===== src/rtl/rgb_blink_sequencer_assert.svh =====
// Assertion macros shared by the blink sequencer RTL.
`ifndef RGB_BLINK_SEQUENCER_ASSERT_SVH
`define RGB_BLINK_SEQUENCER_ASSERT_SVH

// Same-cycle implication, checked on every rising edge outside reset.
`define RBS_ASSERT_IMPL(label, ante, cons, msg) \
  label: assert property (@(posedge clk) disable iff (!rst_n) (ante) |-> (cons)) \
    else $error(msg);

// Next-cycle implication, checked on every rising edge outside reset.
`define RBS_ASSERT_NEXT(label, ante, cons, msg) \
  label: assert property (@(posedge clk) disable iff (!rst_n) (ante) |=> (cons)) \
    else $error(msg);

`endif


===== src/rtl/rbs_pkg.sv =====
// Types, constants and the microcode table of the RGB blink sequencer.
package rbs_pkg;

  localparam int MAX_CHANNELS = 4;
  localparam int LANE_W       = 2;
  localparam int BYTE_W       = 8;
  localparam int TABLE_W      = 32;
  localparam int COLOR_W      = 24;
  localparam int PAIR_W       = 48;
  localparam int COUNT_W      = 16;
  localparam int CFG_IDX_W    = 3;
  localparam int IN_DATA_W    = 8;
  localparam int OUT_DATA_W   = 40;

  localparam logic [TABLE_W-1:0] SPEED_RESET = 32'h0101_0101;

  typedef enum logic [1:0] {
    KIND_TICK     = 2'd0,
    KIND_CLR_TICK = 2'd1,
    KIND_CLR_RUN  = 2'd2,
    KIND_UNUSED   = 2'd3
  } kind_t;

  typedef enum logic [CFG_IDX_W-1:0] {
    REG_SPEED    = 3'd0,
    REG_START    = 3'd1,
    REG_END      = 3'd2,
    REG_CLEAR    = 3'd3,
    REG_ENABLE   = 3'd4,
    REG_COLOR_LO = 3'd5,
    REG_COLOR_HI = 3'd6
  } cfg_reg_t;

  // Microprogram addresses.
  typedef enum logic [2:0] {
    ST_IDLE = 3'd0,
    ST_LOAD = 3'd1,
    ST_DIV  = 3'd2,
    ST_EVAL = 3'd3,
    ST_NEXT = 3'd4
  } step_t;

  typedef enum logic [2:0] {
    JMP_WAIT_IN,
    JMP_DIV_LOOP,
    JMP_WAIT_OUT,
    JMP_NEXT_CH,
    JMP_ADVANCE
  } jmp_t;

  typedef struct packed {
    logic  load;
    logic  div;
    logic  eval;
    logic  next_ch;
    jmp_t  jmp;
    step_t target;
  } ctrl_t;

  function automatic ctrl_t ucode(step_t pc);
    ctrl_t w;
    w = '{load: 1'b0, div: 1'b0, eval: 1'b0, next_ch: 1'b0,
          jmp: JMP_WAIT_IN, target: ST_IDLE};
    case (pc)
      ST_IDLE: begin
        w.jmp    = JMP_WAIT_IN;
        w.target = ST_LOAD;
      end
      ST_LOAD: begin
        w.load = 1'b1;
        w.jmp  = JMP_ADVANCE;
      end
      ST_DIV: begin
        w.div = 1'b1;
        w.jmp = JMP_DIV_LOOP;
      end
      ST_EVAL: begin
        w.eval = 1'b1;
        w.jmp  = JMP_WAIT_OUT;
      end
      ST_NEXT: begin
        w.next_ch = 1'b1;
        w.jmp     = JMP_NEXT_CH;
        w.target  = ST_LOAD;
      end
      default: begin
        w.jmp    = JMP_NEXT_CH;
        w.target = ST_IDLE;
      end
    endcase
    return w;
  endfunction

endpackage


===== src/rtl/rgb_blink_sequencer.sv =====
// RGB blink sequencer top level: microcoded channel walker with a serial divider.
//
// A tick transaction walks the channels in order and produces one result per
// channel; the last one carries out_tlast. Each channel goes through load,
// the divider loop, result and advance; the result step waits while the
// output register holds a result and out_tready is low. The divider loop
// is the restoring divider that retires two quotient bits per cycle. Clear
// transactions and the unused kind are taken at the idle step and produce no
// result. Input is taken only when the sequencer is back at its idle step; a
// finished result waiting in the output register does not hold off input.
`include "rgb_blink_sequencer_assert.svh"

module rgb_blink_sequencer #(
  parameter int CHANNELS = rbs_pkg::MAX_CHANNELS
) (
  input  logic                              clk,
  input  logic                              rst_n,
  input  logic                              in_tvalid,
  output logic                              in_tready,
  // [1:0] kind, [3:2] channel, [7:4] zero
  input  logic [rbs_pkg::IN_DATA_W-1:0]     in_tdata,
  output logic                              out_tvalid,
  input  logic                              out_tready,
  // [1:0] lane, [9:2] red, [17:10] green, [25:18] blue, [33:26] runs, [39:34] zero
  output logic [rbs_pkg::OUT_DATA_W-1:0]    out_tdata,
  output logic                              out_tlast,
  input  logic                              cfg_we,
  input  logic [rbs_pkg::CFG_IDX_W-1:0]     cfg_index,
  input  logic [rbs_pkg::PAIR_W-1:0]        cfg_wdata
);

  localparam int IDX_W = (CHANNELS > 1) ? $clog2(CHANNELS) : 1;
  localparam int BW    = rbs_pkg::BYTE_W;
  localparam int CW    = rbs_pkg::COUNT_W;
  localparam int LW    = rbs_pkg::LANE_W;

  // Configuration registers.
  logic [rbs_pkg::TABLE_W-1:0] speed_r, start_r, end_r, clear_r;
  logic [rbs_pkg::MAX_CHANNELS-1:0] enable_r;
  logic [rbs_pkg::PAIR_W-1:0] color_lo_r, color_hi_r;

  // Per-channel state.
  logic [CW-1:0] tick_r [CHANNELS];
  logic [BW-1:0] run_r  [CHANNELS];

  // Sequencer.
  rbs_pkg::step_t pc_r, pc_nxt;
  rbs_pkg::ctrl_t cw;
  logic [LW-1:0]  ch_r;
  logic [IDX_W-1:0] ch_idx;

  // Datapath registers.
  logic [CW-1:0] cnt_r;
  logic [CW-1:0] quo_r;
  logic [BW-1:0] rem_r;
  logic [BW-1:0] divisor_r;
  logic [2:0]    div_cnt_r;

  logic            out_valid_r;
  logic [LW-1:0]   lane_r;
  logic [BW-1:0]   red_r, green_r, blue_r, runs_r;
  logic            last_r;

  logic            in_acc, tick_acc, clr_ok, out_free, last_ch, eval_fire;
  rbs_pkg::kind_t  in_kind;
  logic [LW-1:0]   in_chan;
  logic [IDX_W-1:0] in_idx;

  logic [BW-1:0] speed_b, start_b, end_b, clear_b, step;
  logic [rbs_pkg::PAIR_W-1:0]  pair;
  logic [rbs_pkg::COLOR_W-1:0] color;
  logic [8:0] r1, r2;
  logic [BW-1:0] r1m, r2m;
  logic q1, q2;
  logic enabled, lit, wrap;
  logic [BW-1:0] run_inc;

  assign cw       = rbs_pkg::ucode(pc_r);
  assign ch_idx   = ch_r[IDX_W-1:0];
  assign in_tready = (pc_r == rbs_pkg::ST_IDLE);
  assign in_acc   = in_tvalid && in_tready;
  assign in_kind  = rbs_pkg::kind_t'(in_tdata[1:0]);
  assign in_chan  = in_tdata[3:2];
  assign in_idx   = in_chan[IDX_W-1:0];
  assign clr_ok   = ({1'b0, in_chan} < 3'(CHANNELS));
  assign tick_acc = in_acc && (in_kind == rbs_pkg::KIND_TICK);
  assign out_free = !out_valid_r || out_tready;
  assign last_ch  = (ch_r == LW'(CHANNELS - 1));
  assign eval_fire = cw.eval && out_free;

  // Per-channel field selection.
  assign speed_b = speed_r[{ch_r, 3'b000} +: BW];
  assign start_b = start_r[{ch_r, 3'b000} +: BW];
  assign end_b   = end_r[{ch_r, 3'b000} +: BW];
  assign clear_b = clear_r[{ch_r, 3'b000} +: BW];
  assign pair    = ch_r[1] ? color_hi_r : color_lo_r;
  assign color   = ch_r[0] ? pair[47:24] : pair[23:0];

  // Two restoring division steps per cycle.
  always_comb begin
    r1  = {rem_r, quo_r[CW-1]};
    q1  = (r1 >= {1'b0, divisor_r});
    r1m = q1 ? BW'(r1 - {1'b0, divisor_r}) : r1[BW-1:0];
    r2  = {r1m, quo_r[CW-2]};
    q2  = (r2 >= {1'b0, divisor_r});
    r2m = q2 ? BW'(r2 - {1'b0, divisor_r}) : r2[BW-1:0];
  end

  // Result evaluation; the low quotient byte is the step.
  assign step    = quo_r[BW-1:0];
  assign enabled = enable_r[ch_r];
  assign wrap    = (step >= clear_b);
  assign lit     = enabled && (step >= start_b) && (step < end_b);
  assign run_inc = run_r[ch_idx] + 8'd1;

  // Microsequencer next address.
  always_comb begin
    pc_nxt = pc_r;
    case (cw.jmp)
      rbs_pkg::JMP_WAIT_IN:  pc_nxt = tick_acc ? cw.target : pc_r;
      rbs_pkg::JMP_DIV_LOOP: pc_nxt = (div_cnt_r == 3'd7) ? rbs_pkg::step_t'(pc_r + 3'd1) : pc_r;
      rbs_pkg::JMP_WAIT_OUT: pc_nxt = out_free ? rbs_pkg::step_t'(pc_r + 3'd1) : pc_r;
      rbs_pkg::JMP_NEXT_CH:  pc_nxt = last_ch ? rbs_pkg::ST_IDLE : cw.target;
      rbs_pkg::JMP_ADVANCE:  pc_nxt = rbs_pkg::step_t'(pc_r + 3'd1);
      default:               pc_nxt = rbs_pkg::ST_IDLE;
    endcase
  end

  always_ff @(posedge clk) begin
    if (!rst_n) begin
      pc_r <= rbs_pkg::ST_IDLE;
      ch_r <= '0;
    end else begin
      pc_r <= pc_nxt;
      if (cw.next_ch) begin
        ch_r <= last_ch ? '0 : LW'(ch_r + 2'd1);
      end
    end
  end

  // Configuration writes; unknown indexes are ignored.
  always_ff @(posedge clk) begin
    if (!rst_n) begin
      speed_r    <= rbs_pkg::SPEED_RESET;
      start_r    <= '0;
      end_r      <= '0;
      clear_r    <= '0;
      enable_r   <= '0;
      color_lo_r <= '0;
      color_hi_r <= '0;
    end else if (cfg_we) begin
      case (rbs_pkg::cfg_reg_t'(cfg_index))
        rbs_pkg::REG_SPEED:    speed_r    <= cfg_wdata[rbs_pkg::TABLE_W-1:0];
        rbs_pkg::REG_START:    start_r    <= cfg_wdata[rbs_pkg::TABLE_W-1:0];
        rbs_pkg::REG_END:      end_r      <= cfg_wdata[rbs_pkg::TABLE_W-1:0];
        rbs_pkg::REG_CLEAR:    clear_r    <= cfg_wdata[rbs_pkg::TABLE_W-1:0];
        rbs_pkg::REG_ENABLE:   enable_r   <= cfg_wdata[rbs_pkg::MAX_CHANNELS-1:0];
        rbs_pkg::REG_COLOR_LO: color_lo_r <= cfg_wdata;
        rbs_pkg::REG_COLOR_HI: color_hi_r <= cfg_wdata;
        default: ;
      endcase
    end
  end

  // Channel state: clears come in at idle, updates at the result step.
  always_ff @(posedge clk) begin
    if (!rst_n) begin
      for (int i = 0; i < CHANNELS; i++) begin
        tick_r[i] <= '0;
        run_r[i]  <= '0;
      end
    end else if (in_acc && clr_ok && (in_kind == rbs_pkg::KIND_CLR_TICK)) begin
      tick_r[in_idx] <= '0;
    end else if (in_acc && clr_ok && (in_kind == rbs_pkg::KIND_CLR_RUN)) begin
      run_r[in_idx] <= '0;
    end else if (eval_fire) begin
      if (!enabled || wrap) begin
        tick_r[ch_idx] <= '0;
      end else begin
        tick_r[ch_idx] <= cnt_r;
      end
      if (enabled && wrap) begin
        run_r[ch_idx] <= run_inc;
      end
    end
  end

  // Divider datapath.
  always_ff @(posedge clk) begin
    if (cw.load) begin
      cnt_r     <= CW'(tick_r[ch_idx] + 16'd1);
      quo_r     <= CW'(tick_r[ch_idx] + 16'd1);
      rem_r     <= '0;
      divisor_r <= (speed_b == '0) ? 8'd1 : speed_b;
      div_cnt_r <= '0;
    end else if (cw.div) begin
      quo_r     <= {quo_r[CW-3:0], q1, q2};
      rem_r     <= r2m;
      div_cnt_r <= div_cnt_r + 3'd1;
    end
  end

  // Output register.
  always_ff @(posedge clk) begin
    if (!rst_n) begin
      out_valid_r <= 1'b0;
    end else if (eval_fire) begin
      out_valid_r <= 1'b1;
    end else if (out_tready) begin
      out_valid_r <= 1'b0;
    end
  end

  always_ff @(posedge clk) begin
    if (eval_fire) begin
      lane_r  <= ch_r;
      red_r   <= lit ? color[7:0]   : 8'd0;
      green_r <= lit ? color[15:8]  : 8'd0;
      blue_r  <= lit ? color[23:16] : 8'd0;
      runs_r  <= (enabled && wrap) ? run_inc : run_r[ch_idx];
      last_r  <= last_ch;
    end
  end

  assign out_tvalid = out_valid_r;
  assign out_tdata  = {6'b0, runs_r, blue_r, green_r, red_r, lane_r};
  assign out_tlast  = last_r;

  `RBS_ASSERT_IMPL(a_idle_ch0, pc_r == rbs_pkg::ST_IDLE, ch_r == '0, "channel walk not rewound")
  `RBS_ASSERT_NEXT(a_tick_starts, tick_acc, pc_r == rbs_pkg::ST_LOAD, "tick did not start walk")
  `RBS_ASSERT_NEXT(a_walk_ends, (pc_r == rbs_pkg::ST_NEXT) && last_ch, pc_r == rbs_pkg::ST_IDLE, "walk did not end after last channel")
  `RBS_ASSERT_NEXT(a_result_loaded, eval_fire, out_valid_r && (lane_r == $past(ch_r)), "result not loaded for current channel")

endmodule

===== config.mk =====
export PLATFORM = sky130hd
export DESIGN_NAME = rgb_blink_sequencer
export DESIGN_NICKNAME = d
export VERILOG_FILES = /design/src/rtl/rbs_pkg.sv /design/src/rtl/rgb_blink_sequencer.sv
export VERILOG_INCLUDE_DIRS = /design/src /design/src/rtl
export SDC_FILE = /design/constraint.sdc
export NUM_CORES = 1
export LEC_CHECK = 0
export ABC_AREA = 1
export BUFFER_PORTS_ARGS = -buffer_cell sky130_fd_sc_hd__buf_2
export CORE_MARGIN = 1
export CORE_UTILIZATION = 57
export CTS_BUF_LIST = sky130_fd_sc_hd__clkbuf_4 sky130_fd_sc_hd__clkbuf_8
export CTS_CLUSTER_DIAMETER = 80
export DETAILED_ROUTE_END_ITERATION = 8
export PLACE_DENSITY = 0.86
export SYNTH_ARGS = -nofsm -noshare
export SYNTH_HDL_FRONTEND = slang
export SYNTH_SLANG_ARGS = --single-unit

===== constraint.sdc =====
create_clock -name clk -period 3.15 [get_ports clk]
set_input_delay 0.7875 -clock clk [delete_from_list [all_inputs] [get_ports clk]]
set_output_delay 0.7875 -clock clk [all_outputs]
set_load 0.02 [all_outputs]

==> reports/qor.yml, run 1 <==
drt:
  wl_met2_mm: 25.03
  avgRoutedWirePerCell_um: 17.16
  drc: 0
  first_pass_iters: 7
  top_layer: "met5"
  drt-met1-wl_mm: 20.44
  routed_wl_mm: 52.07
  avgViaCountPerCell: 5.684
  ant_nets: 0
  initialDrtViolationCount: 1627
  wl_met3_mm: 4.708
  vias: 17250
power_and_ir_drop:
  power_mw: 15.56
  power_density_nw_per_um2: 698.3
  sw_frac_of_total_pct: 31.51
  peakVddDrop_mv: 0.4790
  power.switching_mw: 4.901
  leakage_nw: 9.514
  pwr-share-comb_pct: 25.1
  clkPwrFrac_pct: 33.2
  seqPwrFrac_pct: 41.7
  p_int_mw: 10.65
synth:
  synth_warnings: 0
  synth_top_area_share_pct: 26.39
  synthFlopType: "dfxtp_1"
  synthTopCellsByCount: "nor2_1 (521), nand2_1 (408), o21ai_0 (313)"
  synthTopCellsByArea: "edfxtp_1 (26%), dfxtp_1 (25%), nor2_1 (10%)"
  synthesis.area_um2: 19450
  synthCells: 2427
  async_reset_ff_share_pct: 0
  synth_top_area_cell: "edfxtp_1"
  synth.most_common_cell: "nor2_1"
  yosys.cell_types.count: 49
  synth_edf_count: 171
  ys_seq_area_share_pct: 51.81
  avgSynthCellArea_um2: 8.016
  yosys_register_bits: 418
timing:
  min_period_ns: 3.008
  fmax_ghz: 0.3324
  rsz0062_at_grt: "yes"
  worst_pin_slew_ns: 1.177
  hold_slack_ns: 0.4082
  slew_headroom_pct: 21.54
  setup_ws_ns: 0.1418
  final-setup-viol-count: 0
  final-hold-violation-count: 0
  drv_slew: 0
  fin_crit_sh_pct: 95.50
  fin_worst_skew_ns: 0.04380
cells_and_area:
  layout-drive-gt1-share_pct: 14.02
  fin_area_um2: 22280
  seq_area_um2: 10080
  syn_to_final_growth_pct: 14.51
  fill_cells: 2533
  multiInputGateArea_um2: 8275
  instances_no_fill: 3034
  nets: 2642
setup_path:
  cp_max_fo: 14
  startpoint_type: "register"
  r2r_slack_ns: 0.14
  r2r_cells: 15
  r2r_start: "ch_idx[1]$_SDFFE_PN0N_"
  crit_required_ns: 3.45
  crit_type: "reg -> reg"
  endpoint_kind: "register"
  arrival_ns: 3.31
  worst_r2r_endpoint: "run_r[3][4]$_DFFE_PP_"
placed_design:
  gp_congestion: 0.9502
  dp_cells: 2903
  port_buffers: 96
  dp_hpwl_mm: 33.22
  dp_slack_ns: 0.03460
  place_area_um2: 20560
worst_hold_path:
  min_to: "color_lo_r[32]$_SDFFE_PN0P_"
  hold_path_class: "in -> reg"
  hold_start: "cfg_wdata[32]"
  min_path_cells: 3
floorplan:
  die_h_um: 186.7
  die_w_um: 186.7
  die-area_um2: 34870
  start_util_pct: 58.02
  fp.coreArea_um2: 33530
  rows: 67
  io_pins: 107
global_route:
  grt_usage_pct: 29.15
  grt_max_degree: 232
  grt_pass1_wl_mm: 81.91
  gr-total-overflow: 0
  antenna_found_initial: 5
  grt_pass1_vias: 16420
clocking:
  root_buffer: "clkbuf_8"
  worstSkewPairLatency_ns: 0.62
  ctsHoldBuffers: 0
  path_clk_slew_ns: 0.06
  cts_buffers: 69
  cts_tree: "yes"
  cts_buffer_depth: 3
  htreeDepth: 3
  cts_sinks: 418
status:
  status: "finished, final reports clean"
flow_run:
  drv_cap: 0
registers in the layout (all words and copies together) (netlist names), 16 cells and up, named ones only:
register,count
tick_r,64
color_hi_r,48
start_r,32
end_r,32
color_lo_r,48
cnt_r,16
run_r,32
speed_r,32
clear_r,32
quo_r,16
final cells by class:
| cell class | instances | share of cell area (%) |
|---|---|---|
| Antenna cell | 4 | 0.04493 |
| Clock buffer | 109 | 5.948 |
| Clock inverter | 17 | 0.8537 |
| Inverter | 190 | 3.201 |
| Multi-Input combinational cell | 1685 | 37.15 |
| Sequential cell | 418 | 45.27 |
| Tap cell | 448 | 2.516 |
| Timing Repair Buffer | 163 | 5.021 |
how the worst max path moves through the flow:
stage	start	endpoint	cells after the start	slack (ns)
2_1_floorplan	in_tvalid	tick_r[3][0]$_DFFE_PP_	8	0.03
3_3_place_gp	divisor_r[2]$_SDFFCE_PN0P_	quo_r[0]$_DFFE_PP_	20	0.07
3_5_place_dp	divisor_r[4]$_SDFFCE_PN0P_	rem_r[1]$_SDFFE_PP0P_	22	0.03
4_1_cts	divisor_r[6]$_SDFFCE_PN0P_	quo_r[0]$_DFFE_PP_	20	0.02
5_1_grt	divisor_r[3]$_SDFFCE_PN0P_	rem_r[5]$_SDFFE_PP0P_	22	-0.05
6_report	ch_idx[1]$_SDFFE_PN0N_	run_r[3][4]$_DFFE_PP_	15	0.14
kinds of logic after synthesis:
kind of cell	synth area share (%)
mux	0.05145
other cells	0.01928
compound gates	14.30
flops	51.81
fa+ha+maj	3.357
simple gates	22.64
xor+xnor	1.080
buf+inv	6.734
metal layers:
layer,global-route usage (%),vias to the layer above
met5,0,-
met2,49.14,824
met1,35.81,8076
li1,-,8182
met3,6.301,159
met4,13.24,4
stage by stage:
stage | util (%) | TNS (ns)
after CTS | 65.85 | 0
after global placement | 61.32 | 0
after floorplan | - | 0
after global routing | 66.42 | -0.2090
final | 66.44 | 0
after detailed placement | 61.32 | 0
critical path, stage by stage (launching register included):
cell     delay (ns)
dfxtp_2        0.56
inv_2          0.10
buf_4          0.21
buf_4          0.18
a21oi_1        0.24
ha_1           0.28
nand2_1        0.08
inv_1          0.04
nand4_1        0.08
nand3_1        0.16
nand2_1        0.19
o21ai_1        0.12
inv_1          0.10
nand2_1        0.05
nor2_1         0.08
buf_4          0.20
power by group through the flow:
stage               clock network [mW]  registers, mW  logic [mW]
global route                      5.47           6.52        4.36
finish                            5.16           6.49        3.91
detailed placement                   0           6.57        3.52
global placement                     0           6.55        3.42
CTS                               5.19           6.46        3.57
floorplan                            0           6.53        2.48
what timing repair did:
item,in CTS,in global routing
gates resized for setup,1,32
gates cloned,0,0
endpoints found under the setup margin,2,34
pin swaps,0,2
setup buffers,0,1
hold endpoints to repair,0,0
cells in the final DEF, fill, tap and decap left out, types with 28 or more instances in the layout:
cell        n
nor2_1    518
nand2_1   403
o21ai_0   313
dfxtp_1   245
inv_1     176
edfxtp_1  171
a21oi_1   160
buf_2      95
nand3_1    81
clkbuf_8   81
buf_4      56
ha_1       39
clkbuf_4   28
Note: power is estimated with default switching activity, not from simulation.
==> inputs of run 2 (changes only) <==
--- a/config.mk
+++ b/config.mk
@@ -8,11 +8,12 @@
 export LEC_CHECK = 0
 export ABC_AREA = 1
 export BUFFER_PORTS_ARGS = -buffer_cell sky130_fd_sc_hd__buf_2
-export CORE_MARGIN = 1
+export CORE_MARGIN = 4
 export CORE_UTILIZATION = 57
 export CTS_BUF_LIST = sky130_fd_sc_hd__clkbuf_4 sky130_fd_sc_hd__clkbuf_8
 export CTS_CLUSTER_DIAMETER = 80
 export DETAILED_ROUTE_END_ITERATION = 8
+export MAX_ROUTING_LAYER = met4
 export PLACE_DENSITY = 0.86
 export SYNTH_ARGS = -nofsm -noshare
 export SYNTH_HDL_FRONTEND = slang
==> run 2 against run 1 <==
Non-clock buffer count is 5 higher. Largest cell class unchanged. Sequential cell count stayed put. Core utilization shrank 0.15 points. Combinational power rose by 10%. Setup slack got worse by 0.074 ns. First-iteration DRC count grew 17%. Critical path type unchanged. Largest power group unchanged. Highest routed layer is now met4. Cell count is the same. Sequential power about the same.
==> reports/qor.yml, run 2 (synthesis results as in run 1) <==
status:
  status: "finished, final reports clean"
timing:
  min_period_ns: 3.083
  final-hold-violation-count: 0
  fmax_ghz: 0.3244
  slew_headroom_pct: 18.44
  worst_pin_slew_ns: 1.223
  fin_worst_skew_ns: 0.03227
  fin_crit_sh_pct: 97.86
  final-setup-viol-count: 0
  rsz0062_at_grt: "yes"
  drv_slew: 0
cells_and_area:
  syn_to_final_growth_pct: 14.53
  final_cell_mix: "nor2_1 (515), nand2_1 (399), o21ai_0 (313), dfxtp_1 (245), inv_1 (173)"
  layout-drive-gt1-share_pct: 14.63
  nets: 2647
  instances_no_fill: 3034
  top_register: "tick_r"
  utilization_pct: 66.29
  largest_reg_flops: 64
  final_common_cell: "nor2_1"
  reg_top3: "tick_r: 64 flops, color_hi_r: 48 flops, color_lo_r: 48 flops"
drt:
  routed_wl_mm: 53.34
  vias: 17480
  avgViaCountPerCell: 5.762
  wl_met3_mm: 5.064
  initialDrtViolationCount: 1902
  wl_met2_mm: 25.15
  avgRoutedWirePerCell_um: 17.58
  top_layer: "met4"
  first_pass_iters: 6
  ant_nets: 0
  drc: 0
  drt-met1-wl_mm: 20.38
global_route:
  grt_usage_pct: 29.08
  antenna_found_initial: 2
  grt_pass1_vias: 17000
  gr-total-overflow: 0
  grt_pass1_wl_mm: 84.32
  grt_max_degree: 151
setup_path:
  crit_type: "reg -> reg"
  startpoint_type: "register"
  cpMaxStageDelayCell: "a2111oi_1"
  cp_common_cell: "buf_4"
  arrival_ns: 3.54
  crit_required_ns: 3.61
  cp_max_fo: 24
  cpPeakStageDelay_ns: 0.53
  cp_num_buf_inv: 4
  path_delay_family: "compound AO/OA/AOI/OAI gates"
  crit_chain: "inv_2 -> buf_4 -> buf_4 -> a21oi_1 -> a32o_1 -> ha_1 -> a21oi_1 -> nor2_1 -> a2111oi_1 -> nand3_1 -> buf_4 -> nor2_1"
  endpoint_kind: "register"
flow_run:
  drv_cap: 0
power_and_ir_drop:
  peakVddDrop_mv: 0.4669
  power_mw: 15.65
  power_density_nw_per_um2: 702.1
  leakage_nw: 9.480
clocking:
  worstSkewPairLatency_ns: 0.61
  root_buffer: "clkbuf_8"
  path_clk_slew_ns: 0.07
  cts_tree: "yes"
  cts_buffer_depth: 3
  cts_sinks: 418
  cts_buffers: 68
  htreeDepth: 3
placed_design:
  dp_cells: 2903
  port_buffers: 96
  gp_congestion: 0.9260
  dp_hpwl_mm: 33.35
floorplan:
  die_h_um: 192.7
  die_w_um: 192.7
  io_pins: 107
  rows: 67
  die-area_um2: 37150
  fp.coreArea_um2: 33620
  start_util_pct: 57.87
worst_hold_path:
  hold_path_class: "in -> reg"
==> run 2: cell count changes in the layout (fill, tap and decap cells not counted), sizes merged <==
cell | before | now
diode | 4 | 2
clkinvlp | 2 | 1
clkbuf | 109 | 103
buf | 163 | 168
nand2 | 423 | 424
bufinv | 3 | 1
clkinv | 9 | 14
==> run 2: where the power goes <==
| part | switching, mW | internal, mW | total, mW |
|---|---|---|---|
| registers | 0.269 | 6.21 | 6.48 |
| clock network | 2.20 | 2.66 | 4.87 |
| logic | 2.61 | 1.69 | 4.30 |
| total | 5.08 | 10.6 | 15.6 |
==> run 2: worst min-delay path, stage by stage <==
cell and delay (ns):
buf_2 0.09, nor2_1 0.04, nor2_1 0.08
==> run 2: layout make-up <==
class                           instances  area (µm²)
Inverter                              190       713.2
Sequential cell                       418       10090
Clock buffer                          103        1261
Tap cell                              448       560.5
Multi-Input combinational cell       1686        8389
Clock inverter                         19       143.9
Antenna cell                            2       5.005
Timing Repair Buffer                  168        1122
Fill cell                            2563       11330
==> run 2: timing repair <==
item | CTS | global route
gates cloned | 0 | 1
hold buffers | 0 | 0
endpoints found under the setup margin | 9 | 73
gates resized for setup | 9 | 47
pin swaps | 1 | 20
setup buffers | 1 | 5
==> run 2: stage by stage <==
step / hold slack (ns) / cell area [µm²] / setup slack, ns / TNS, ns
finish: 0.4078 / 22280 / 0.06749 / 0
floorplan: 0.4200 / 19480 / 0.02938 / 0
CTS: 0.3962 / 21980 / 0.01909 / 0
detailed placement: 0.4343 / 20520 / -0.08314 / -0.1724
global placement: 0.4293 / 20520 / -0.02640 / -0.02640
global route: 0.4215 / 22280 / -0.08022 / -0.3331
==> run 2: final timing paths <==
path / start / end / slack (ns) / cells past startpoint
max: ch_idx[1]$_SDFFE_PN0N_ / red_r[4]$_SDFFCE_PN0P_ / 0.07 / 12
min: cfg_wdata[35] / color_lo_r[35]$_SDFFE_PN0P_ / 0.41 / 3
max reg2reg: ch_idx[1]$_SDFFE_PN0N_ / red_r[4]$_SDFFCE_PN0P_ / 0.07 / 12
min reg2reg: clear_r[0]$_SDFFE_PN0P_ / clear_r[0]$_SDFFE_PN0P_ / 0.44 / 2
==> run 2: layer usage <==
layer,vias up,GRT usage (%)
met4,0,15.96
met3,210,4.269
met2,950,46.33
li1,8177,-
met1,8144,35.84
met5,-,-
